$ cat config.mk
export PLATFORM = sky130hd
export DESIGN_NAME = tsn_star
export DESIGN_NICKNAME = d
export VERILOG_FILES = /design/src/rtl/tsn_pkg.sv /design/src/rtl/tsn_star.sv
export SDC_FILE = /design/constraint.sdc
export NUM_CORES = 1
export LEC_CHECK = 0
export BUFFER_PORTS_ARGS = -buffer_cell sky130_fd_sc_hd__buf_2
export CAP_MARGIN = 20
export CORE_UTILIZATION = 38
export DETAILED_ROUTE_END_ITERATION = 16
export GPL_ROUTABILITY_DRIVEN = 0
export RECOVER_POWER = 25
export SYNTH_ARGS = -nofsm -noshare
export SYNTH_HDL_FRONTEND = slang
export SYNTH_SLANG_ARGS = --single-unit
$ cat constraint.sdc
create_clock -name clk -period 9 [get_ports clk]
set_input_delay 1.35 -clock clk [delete_from_list [all_inputs] [get_ports clk]]
set_output_delay 1.35 -clock clk [all_outputs]
set_load 0.02 [all_outputs]
$ cat src/rtl/tsn_pkg.sv
// shared types, constants, hash and blend functions for the star nebula texel pipeline
`timescale 1ns / 1ps
`default_nettype none
package tsn_pkg;

  // texture geometry
  localparam int TEX_SIZE = 512;
  localparam int TEX_LOG2 = $clog2(TEX_SIZE);
  localparam int COORD_W  = 9;
  localparam logic [COORD_W-1:0] TEX_MASK = COORD_W'(TEX_SIZE - 1);

  // pipeline depth
  localparam int NSTG     = 13;
  localparam int OCT_STG  = 5;
  localparam int STAR_STG = 12;
  localparam int SHD_STG  = NSTG - OCT_STG;

  // octave lattices
  localparam int OCT_A_CELLS = 6;
  localparam int OCT_A_SEED  = 11;
  localparam int OCT_B_CELLS = 13;
  localparam int OCT_B_SEED  = 29;
  localparam int STAR_SEED   = 101;

  // hash multipliers
  localparam logic [31:0] HASH_KX   = 32'd374761393;
  localparam logic [31:0] HASH_KY   = 32'd668265263;
  localparam logic [31:0] HASH_KS   = 32'd2654435761;
  localparam logic [31:0] HASH_KMIX = 32'd1274126177;

  // constants with 24 fraction bits: q0.24, but ONE_Q24 is q1.24 and SPAN_RCP q2.24
  localparam logic [24:0] ONE_Q24  = 25'd16777216;
  localparam logic [23:0] W_OCT_A  = 24'd10066330;
  localparam logic [23:0] W_OCT_B  = 24'd6710886;
  localparam logic [23:0] NEB_CUT  = 24'd9227469;
  localparam logic [22:0] NEB_SPAN = 23'd7549747;
  localparam logic [25:0] SPAN_RCP = 26'd37282703;
  localparam logic [23:0] R_BASE   = 24'd33554;
  localparam logic [23:0] R_GAIN   = 24'd1677722;
  localparam logic [23:0] G_BASE   = 24'd50332;
  localparam logic [23:0] G_GAIN   = 24'd838861;
  localparam logic [23:0] B_BASE   = 24'd100663;
  localparam logic [23:0] B_GAIN   = 24'd4697620;
  localparam logic [23:0] STAR_HI  = 24'd16643019;
  localparam logic [23:0] STAR_LO  = 24'd16408117;
  localparam logic [23:0] DIM_RG   = 24'd5033165;
  localparam logic [23:0] DIM_B    = 24'd5536481;

  typedef struct packed {
    logic [8:0] pixel_x;
    logic [8:0] pixel_y;
  } texel_in_t;

  typedef struct packed {
    logic [7:0] red;
    logic [7:0] green;
    logic [7:0] blue;
    logic [7:0] alpha;
  } texel_out_t;

  typedef struct packed {
    logic bright;
    logic dim;
  } star_t;

  // lattice hash, first step: linear combination of the corner indices
  function automatic logic [31:0] hash_pre(input logic [COORD_W-1:0] a,
                                           input logic [COORD_W-1:0] b,
                                           input logic [31:0] seed);
    hash_pre = 32'(32'(a) * HASH_KX) + 32'(32'(b) * HASH_KY) + 32'(seed * HASH_KS);
  endfunction

  // lattice hash, second step: xor shift and multiply
  function automatic logic [31:0] hash_mix(input logic [31:0] h);
    hash_mix = 32'((h ^ (h >> 13)) * HASH_KMIX);
  endfunction

  // lattice hash, last step: fold and keep 24 bits
  function automatic logic [23:0] hash_fin(input logic [31:0] h);
    logic [31:0] f;
    f = h ^ (h >> 16);
    hash_fin = f[23:0];
  endfunction

  // linear blend in q0.24
  function automatic logic [23:0] blend(input logic [23:0] a, input logic [23:0] b,
                                        input logic [24:0] s);
    logic [49:0] p;
    p = 50'(a) * 50'(ONE_Q24 - s) + 50'(b) * 50'(s);
    blend = p[47:24];
  endfunction

endpackage
`default_nettype wire

$ cat src/rtl/tsn_star.sv
// per-texel star hash, threshold compare and delay to the color stage
`timescale 1ns / 1ps
`default_nettype none
module tsn_star import tsn_pkg::*; (
  input  wire logic                clk,
  input  wire logic [STAR_STG-1:0] en,
  input  wire logic [COORD_W-1:0]  px,
  input  wire logic [COORD_W-1:0]  py,
  output star_t                    star
);

  logic [31:0] h0_r, h1_r;
  logic [23:0] hs;
  star_t       star_r [2:STAR_STG-1];

  always_ff @(posedge clk) begin
    if (en[0]) begin
      h0_r <= hash_pre(px & TEX_MASK, py & TEX_MASK, 32'(STAR_SEED));
    end
    if (en[1]) begin
      h1_r <= hash_mix(h0_r);
    end
  end

  // classify the texel
  assign hs = hash_fin(h1_r);

  always_ff @(posedge clk) begin
    if (en[2]) begin
      star_r[2].bright <= hs > STAR_HI;
      star_r[2].dim    <= hs > STAR_LO;
    end
    for (int k = 3; k < STAR_STG; k++) begin
      if (en[k]) begin
        star_r[k] <= star_r[k-1];
      end
    end
  end

  assign star = star_r[STAR_STG-1];

endmodule
`default_nettype wire

==> impl_results.md, run 1 <==
- Flop2flop setup slack: 1.53 ns
- Dominant synthesized flop cell: edfxtp_1
- Vias in the first global route: 13100
- Max transition margin: 28.7%
- Slack of the critical path: 1.53 ns
- Critical path, cell by cell: xnor2_1, inv_1, ha_1, inv_1, fa_1, inv_1, fa_1, fa_1, fa_1, inv_1, fa_1, inv_1, fa_1, ha_1, ha_1, a21boi_1, o211ai_1, o32a_1, o31ai_2, a2111o_1, o211ai_1
- Worst Skew: 0.0113 ns
- Crit end category: register
- Cell variety after synth: 70
- Share of cells above drive strength 1: 3.49%
- DRC: 0
- Cts repair resizes: 0
- Top cells by area, synth: fa_1, ha_1, edfxtp_1
- Most frequent cells in the layout: inv_1, fa_1, ha_1
- Final worst path period need: 7.47 ns
- Fillers: 4934
- Pre-CTS WS: 1.57 ns
- Fin Setup TNS: 0 ns
- CP max stage cell: xnor2_1
- DRT Wirelength: 47100 um
- Clk Latency, worst-skew pair: 0.37 ns
- Synth Area in XOR/XNOR: 7.64%
- Maxcap violations: 0
- Die Wd: 227 um
- Cell count after synthesis: 1780
- Routed vias/inst: 4.81
- WS Path Type: reg2reg
- WP data arrival: 7.57 ns
- Die Y: 227 um
- RSZ-0062 raised after global routing: no
- Row count: 82
- Num CTS Buffers: 9
- Starting Density: 38.5%
- Crit-path max cell delay: 0.74 ns
- Nets: 2546
- Hold Crit Class: reg2reg
- Min-delay src: star_r[0][20]
- Worst-path clk slew: 0.08 ns
- Clock tree root buffer cell: clkbuf_16
- Io pins: 33
- Data required time of the critical path: 9.11 ns
- Max Clk Rate: 134 MHz
- ANT nets after route: 0
- Crit path max fanout: 5
- Post-synthesis sequential area ratio: 13.1%
- Post-synthesis mux area share: 0.0519%
- Hold Path Stages: 0
- Via count: 12000
- Hold Vio Cnt, Final: 0
- Worst Tran Pin Value: 1.04 ns
- Final Cycle Share: 83.0%
- Synth async-reset ratio: 0%
- Die area: 51600 um2
- Post-CTS Setup Inserts: 0
- Crit-path most repeated cell: fa_1
- First-pass GRT wire length: 74100 um
- Outcome: complete, no violations
- All-Layer GR Usage: 19.2%
- Drt wl/cell: 18.8 um
- WHS Endpoint: star_r[0][22]
- Initial antenna violation count: 0
- H-tree depth: 3
- Synth area leader: fa_1
- Adder-Cell Fraction of Synth Area: 59.5%
- CP Launch Type: register
- Post-Syn Area per Cell: 10.8 um2
- Post-synthesis simple-gate area fraction: 3.54%
- Final setup fails: 0
- GR Overflow Total: 0
- Synth top area share: 39.4%
- Worst flop-to-flop path startpoint: h0_r[24]
- Final hold slack: 0.424 ns
- Slew Limit Fails: 0
- TritonCTS clock tree: yes
- Clock Sink Count: 84
- Commonest non-fill, non-tap cell in the layout: inv_1
- Crit path max-delay family: adder cells
- Initial DRC Count: 808
- Antenna fix cells: 0
- Post-Syn Nets: 2499
- Synth Register Bits: 84
- Port Buf Inserts: 32
- Post-Syn Area: 19300 um2
- CTS Hold Bufs: 0
- Core area: 50100 um2
- CTS Buffer Depth: 2
- R2R depth: 21
- Maximum number of pins on one net before global-route repair: 33
- Synth-to-Final Area Change: 6.71%
- Ys Warns: 0
- Compound-gate portion of the synthesized area: 5.46%
- Largest family of logic cells by synthesized area: adder cells
- DP HPWL: 42500 um
- Buf+Inv Stages, Crit Path: 5
- Util after Layout: 41.1%
- First-pass iteration count of the detailed router: 6
- Worst r2r dst: h1_r[30]
- Number of synthesized flops with an enable pin: 84
Yosys cell counts (3+ instances only):
master / count
o221ai_1: 3
edfxtp_1: 84
nand3_1: 8
o211ai_1: 5
or3_1: 3
nor3_1: 11
a21o_1: 18
and3_1: 4
fa_1: 379
xnor2_2: 3
xor2_1: 31
xnor2_4: 3
o21a_1: 11
nand4_1: 4
a211oi_1: 8
or2_2: 6
o21ai_0: 16
a21oi_1: 44
or2_1: 3
nand2b_1: 8
xnor2_1: 119
o21ai_1: 15
ha_1: 309
inv_1: 547
a21boi_0: 3
a31oi_1: 4
and2_1: 5
nand2_1: 34
nor2_1: 42
how the worst max path moves through the flow:
stage / startpoint / endpoint / depth (start not counted)
finish: h0_r[24] / h1_r[30] / 21
global route: h0_r[14] / h1_r[30] / 21
CTS: h0_r[24] / h1_r[30] / 21
detailed placement: h0_r[24] / h1_r[30] / 21
global placement: h0_r[24] / h1_r[30] / 21
floorplan: h0_r[24] / h1_r[30] / 21
cell families (layout without fill, tap and decap cells):
group / Yosys count / in the layout
adder cells (fa/ha/maj): 689 / 689
buffers and inverters: 551 / 603
flip-flops: 84 / 84
AO/OA/AOI/OAI: 158 / 158
multiplexers: 1 / 1
AND/OR/NAND/NOR: 140 / 140
XOR/XNOR: 157 / 157
layout make-up:
class | count | area, um2 | share of cell area, %
multi-input combinational | 1145 | 14700 | 71.2
tap | 672 | 841 | 4.09
inverter | 548 | 2060 | 10.0
timing repair buffer | 39 | 196 | 0.955
clock buffer | 9 | 225 | 1.09
clock inverter | 7 | 76.3 | 0.371
sequential | 84 | 2520 | 12.3
layer usage:
layer / wire length, um / part of all wire, % / up-vias / track usage (%)
met5: 0 / 0 / - / 0
met4: 1040 / 2.2 / 0 / 4.87
met3: 2510 / 5.3 / 57 / 2.90
met2: 23200 / 49 / 343 / 32.4
met1: 20400 / 43 / 6050 / 25.9
li1: - / - / 5596 / -
state kept, by name, indices dropped and copies added, names as in the netlist:
| signal | cells |
|---|---|
| h0_r | 32 |
| h1_r | 32 |
| star_r | 20 |
through the flow:
stage	instances	area, um2
after detailed placement	2488	20300
after CTS	2504	20600
after global placement	2488	20300
final	2504	20600
after global routing	2504	20600
after floorplan	1780	19300
Power of run 1 is left out: the tool's default activity adds up to more than one toggle a clock period on the data nets, which glitch-free logic cannot reach.
==> inputs of run 2 (changes only) <==
==> constraint.sdc (replaced) <==
create_clock -name clk -period 6.8 [get_ports clk]
set_input_delay 1.02 -clock clk [delete_from_list [all_inputs] [get_ports clk]]
set_output_delay 1.02 -clock clk [all_outputs]
set_load 0.02 [all_outputs]
==> impl_results.md, run 2 (same netlist as run 1, synthesis figures left out) <==
- Crit path max fanout: 5 (unchanged)
- Hold Crit Class: reg2reg (unchanged)
- Maxcap violations: 0 (unchanged)
- Worst Skew: 0.0124 ns (was 0.0113 ns)
- DRT Wirelength: 48600 um (was 47100 um)
- Largest regs: h0_r x32, h1_r x32, star_r x20 (unchanged)
- Via count: 12300 (was 12000)
- Synth-to-Final Area Change: 10.1% (was 6.71%)
- Port Buf Inserts: 32 (unchanged)
- Min-delay src: star_r[0][7] (was star_r[0][20])
- GR Overflow Total: 0 (unchanged)
- Initial DRC Count: 605 (was 808)
- Final Cell Area: 21200 um2 (was 20600 um2)
- TritonCTS clock tree: yes (unchanged)
- Worst Setup SP: h0_r[22] (was h0_r[24])
- Commonest non-fill, non-tap cell in the layout: inv_1 (unchanged)
- Die area: 51600 um2 (unchanged)
- Num CTS Buffers: 9 (unchanged)
- Slew Limit Fails: 0 (unchanged)
- Initial antenna violation count: 0 (unchanged)
- Buf+Inv Stages, Crit Path: 4 (was 5)
- First-pass iteration count of the detailed router: 4 (was 6)
- Most frequent cells in the layout: inv_1, fa_1, ha_1 (unchanged)
- DP HPWL: 43600 um (was 42500 um)
- Crit-path max cell delay: 0.55 ns (was 0.74 ns)
- Worst Tran Pin Value: 0.739 ns (was 1.04 ns)
- Hold Vio Cnt, Final: 0 (unchanged)
- Clock tree root buffer cell: clkbuf_16 (unchanged)
- Max Clk Rate: 152 MHz (was 134 MHz)
- Worst-path clk slew: 0.08 ns (about the same)
- CP max stage cell: fa_1 (was xnor2_1)
- Final worst path period need: 6.58 ns (was 7.47 ns)
- Critical path, cell by cell: xnor2_4, buf_4, inv_1, ha_1, fa_1, fa_1, fa_1, fa_1, inv_1, fa_1, inv_1, fa_1, ha_1, ha_1, nand2_1, o2111ai_1, o211ai_1, o32a_1, o31ai_2, a2111o_1, o211ai_1 (was xnor2_1, inv_1, ha_1, inv_1, fa_1, inv_1, fa_1, fa_1, fa_1, inv_1, fa_1, inv_1, fa_1, ha_1, ha_1, a21boi_1, o211ai_1, o32a_1, o31ai_2, a2111o_1, o211ai_1)
- Clock Sink Count: 84 (unchanged)
- Die Wd: 227 um (unchanged)
- Starting Density: 38.5% (unchanged)
- CP Launch Type: register (unchanged)
- Antenna fix cells: 0 (unchanged)
- Crit path max-delay family: adder cells (unchanged)
- CTS Buffer Depth: 2 (unchanged)
- Outcome: complete, no violations (unchanged)
- Die Y: 227 um (unchanged)
- Maximum number of pins on one net before global-route repair: 33 (unchanged)
- ANT nets after route: 0 (unchanged)
- Core area: 50100 um2 (unchanged)
- Final Cycle Share: 96.8% (was 83.0%)
- Max transition margin: 50.7% (was 28.7%)
- Nets: 2614 (was 2546)
- First-pass GRT wire length: 75100 um (was 74100 um)
- Final hold slack: 0.417 ns (was 0.424 ns)
- DP Area: 20800 um2 (was 20300 um2)
- All-Layer GR Usage: 19.6% (was 19.2%)
- Share of cells above drive strength 1: 8.00% (was 3.49%)
- Data required time of the critical path: 6.90 ns (was 9.11 ns)
- Row count: 82 (unchanged)
- WS Path Type: reg2reg (unchanged)
- WP data arrival: 6.68 ns (was 7.57 ns)
- Io pins: 33 (unchanged)
- Crit-path most repeated cell: fa_1 (unchanged)
- Crit end category: register (unchanged)
- Final setup fails: 0 (unchanged)
- Vias in the first global route: 13400 (was 13100)
- Routed vias/inst: 4.79 (was 4.81)
- H-tree depth: 3 (unchanged)
- DRC: 0 (unchanged)
- Clk Latency, worst-skew pair: 0.36 ns (was 0.37 ns)
- Drt wl/cell: 18.9 um (was 18.8 um)
- Worst flop-to-flop path startpoint: h0_r[22] (was h0_r[24])
-- run 2: cell types whose count changed in the layout (fill, tap and decap cells not counted), moves of 3 or more --
cell	change
buf_4	+69
xnor2_1	-5
xor2_1	-5
xor2_2	+5
ha_1	-4
ha_2	+3
xnor2_2	+3
-- run 2: area by class of cell --
class	instances	area [um2]
Fill cell	4879	28800
Multi-Input combinational cell	1145	14800
Sequential cell	84	2520
Inverter	548	2060
Tap cell	672	841
Timing Repair Buffer	107	711
Clock buffer	9	225
Clock inverter	7	76.3
-- run 2: metrics by stage --
step | setup WS (ns) | std cells | util, % | setup TNS [ns]
after CTS | 0.0195 | 2562 | 42.0 | 0
after detailed placement | 0.0319 | 2546 | 41.4 | 0
after global routing | -0.0284 | 2572 | 42.4 | -0.0365
final | 0.217 | 2572 | 42.4 | 0
after global placement | 0.126 | 2546 | 41.4 | 0
after floorplan | 0.272 | 1780 | - | 0
-- run 2: path summary, 6_finish.rpt --
| path | end | slack, ns | cells after the start |
|---|---|---|---|
| setup / recovery | h1_r[30] | 0.22 | 21 |
| hold / removal | star_r[0][9] | 0.42 | 0 |
| setup reg to reg | h1_r[30] | 0.22 | 21 |
| hold reg to reg | star_r[0][9] | 0.42 | 0 |
-- run 2: repair_timing --
item,CTS,global route
buffers inserted,0,10
endpoints found under the setup margin,0,7
hold buffers,0,0
resized for setup,0,18
-- run 2: per-layer routing --
metal	routed length, um	vias up	track usage [%]	share of wire, %
met5	0	-	0	0
met4	1350	0	5.39	2.8
met3	2710	67	3.37	5.6
met2	23500	312	32.8	48
met1	21000	6230	26.0	43
li1	-	5723	-	-
Power of run 2 is left out for the same reason.
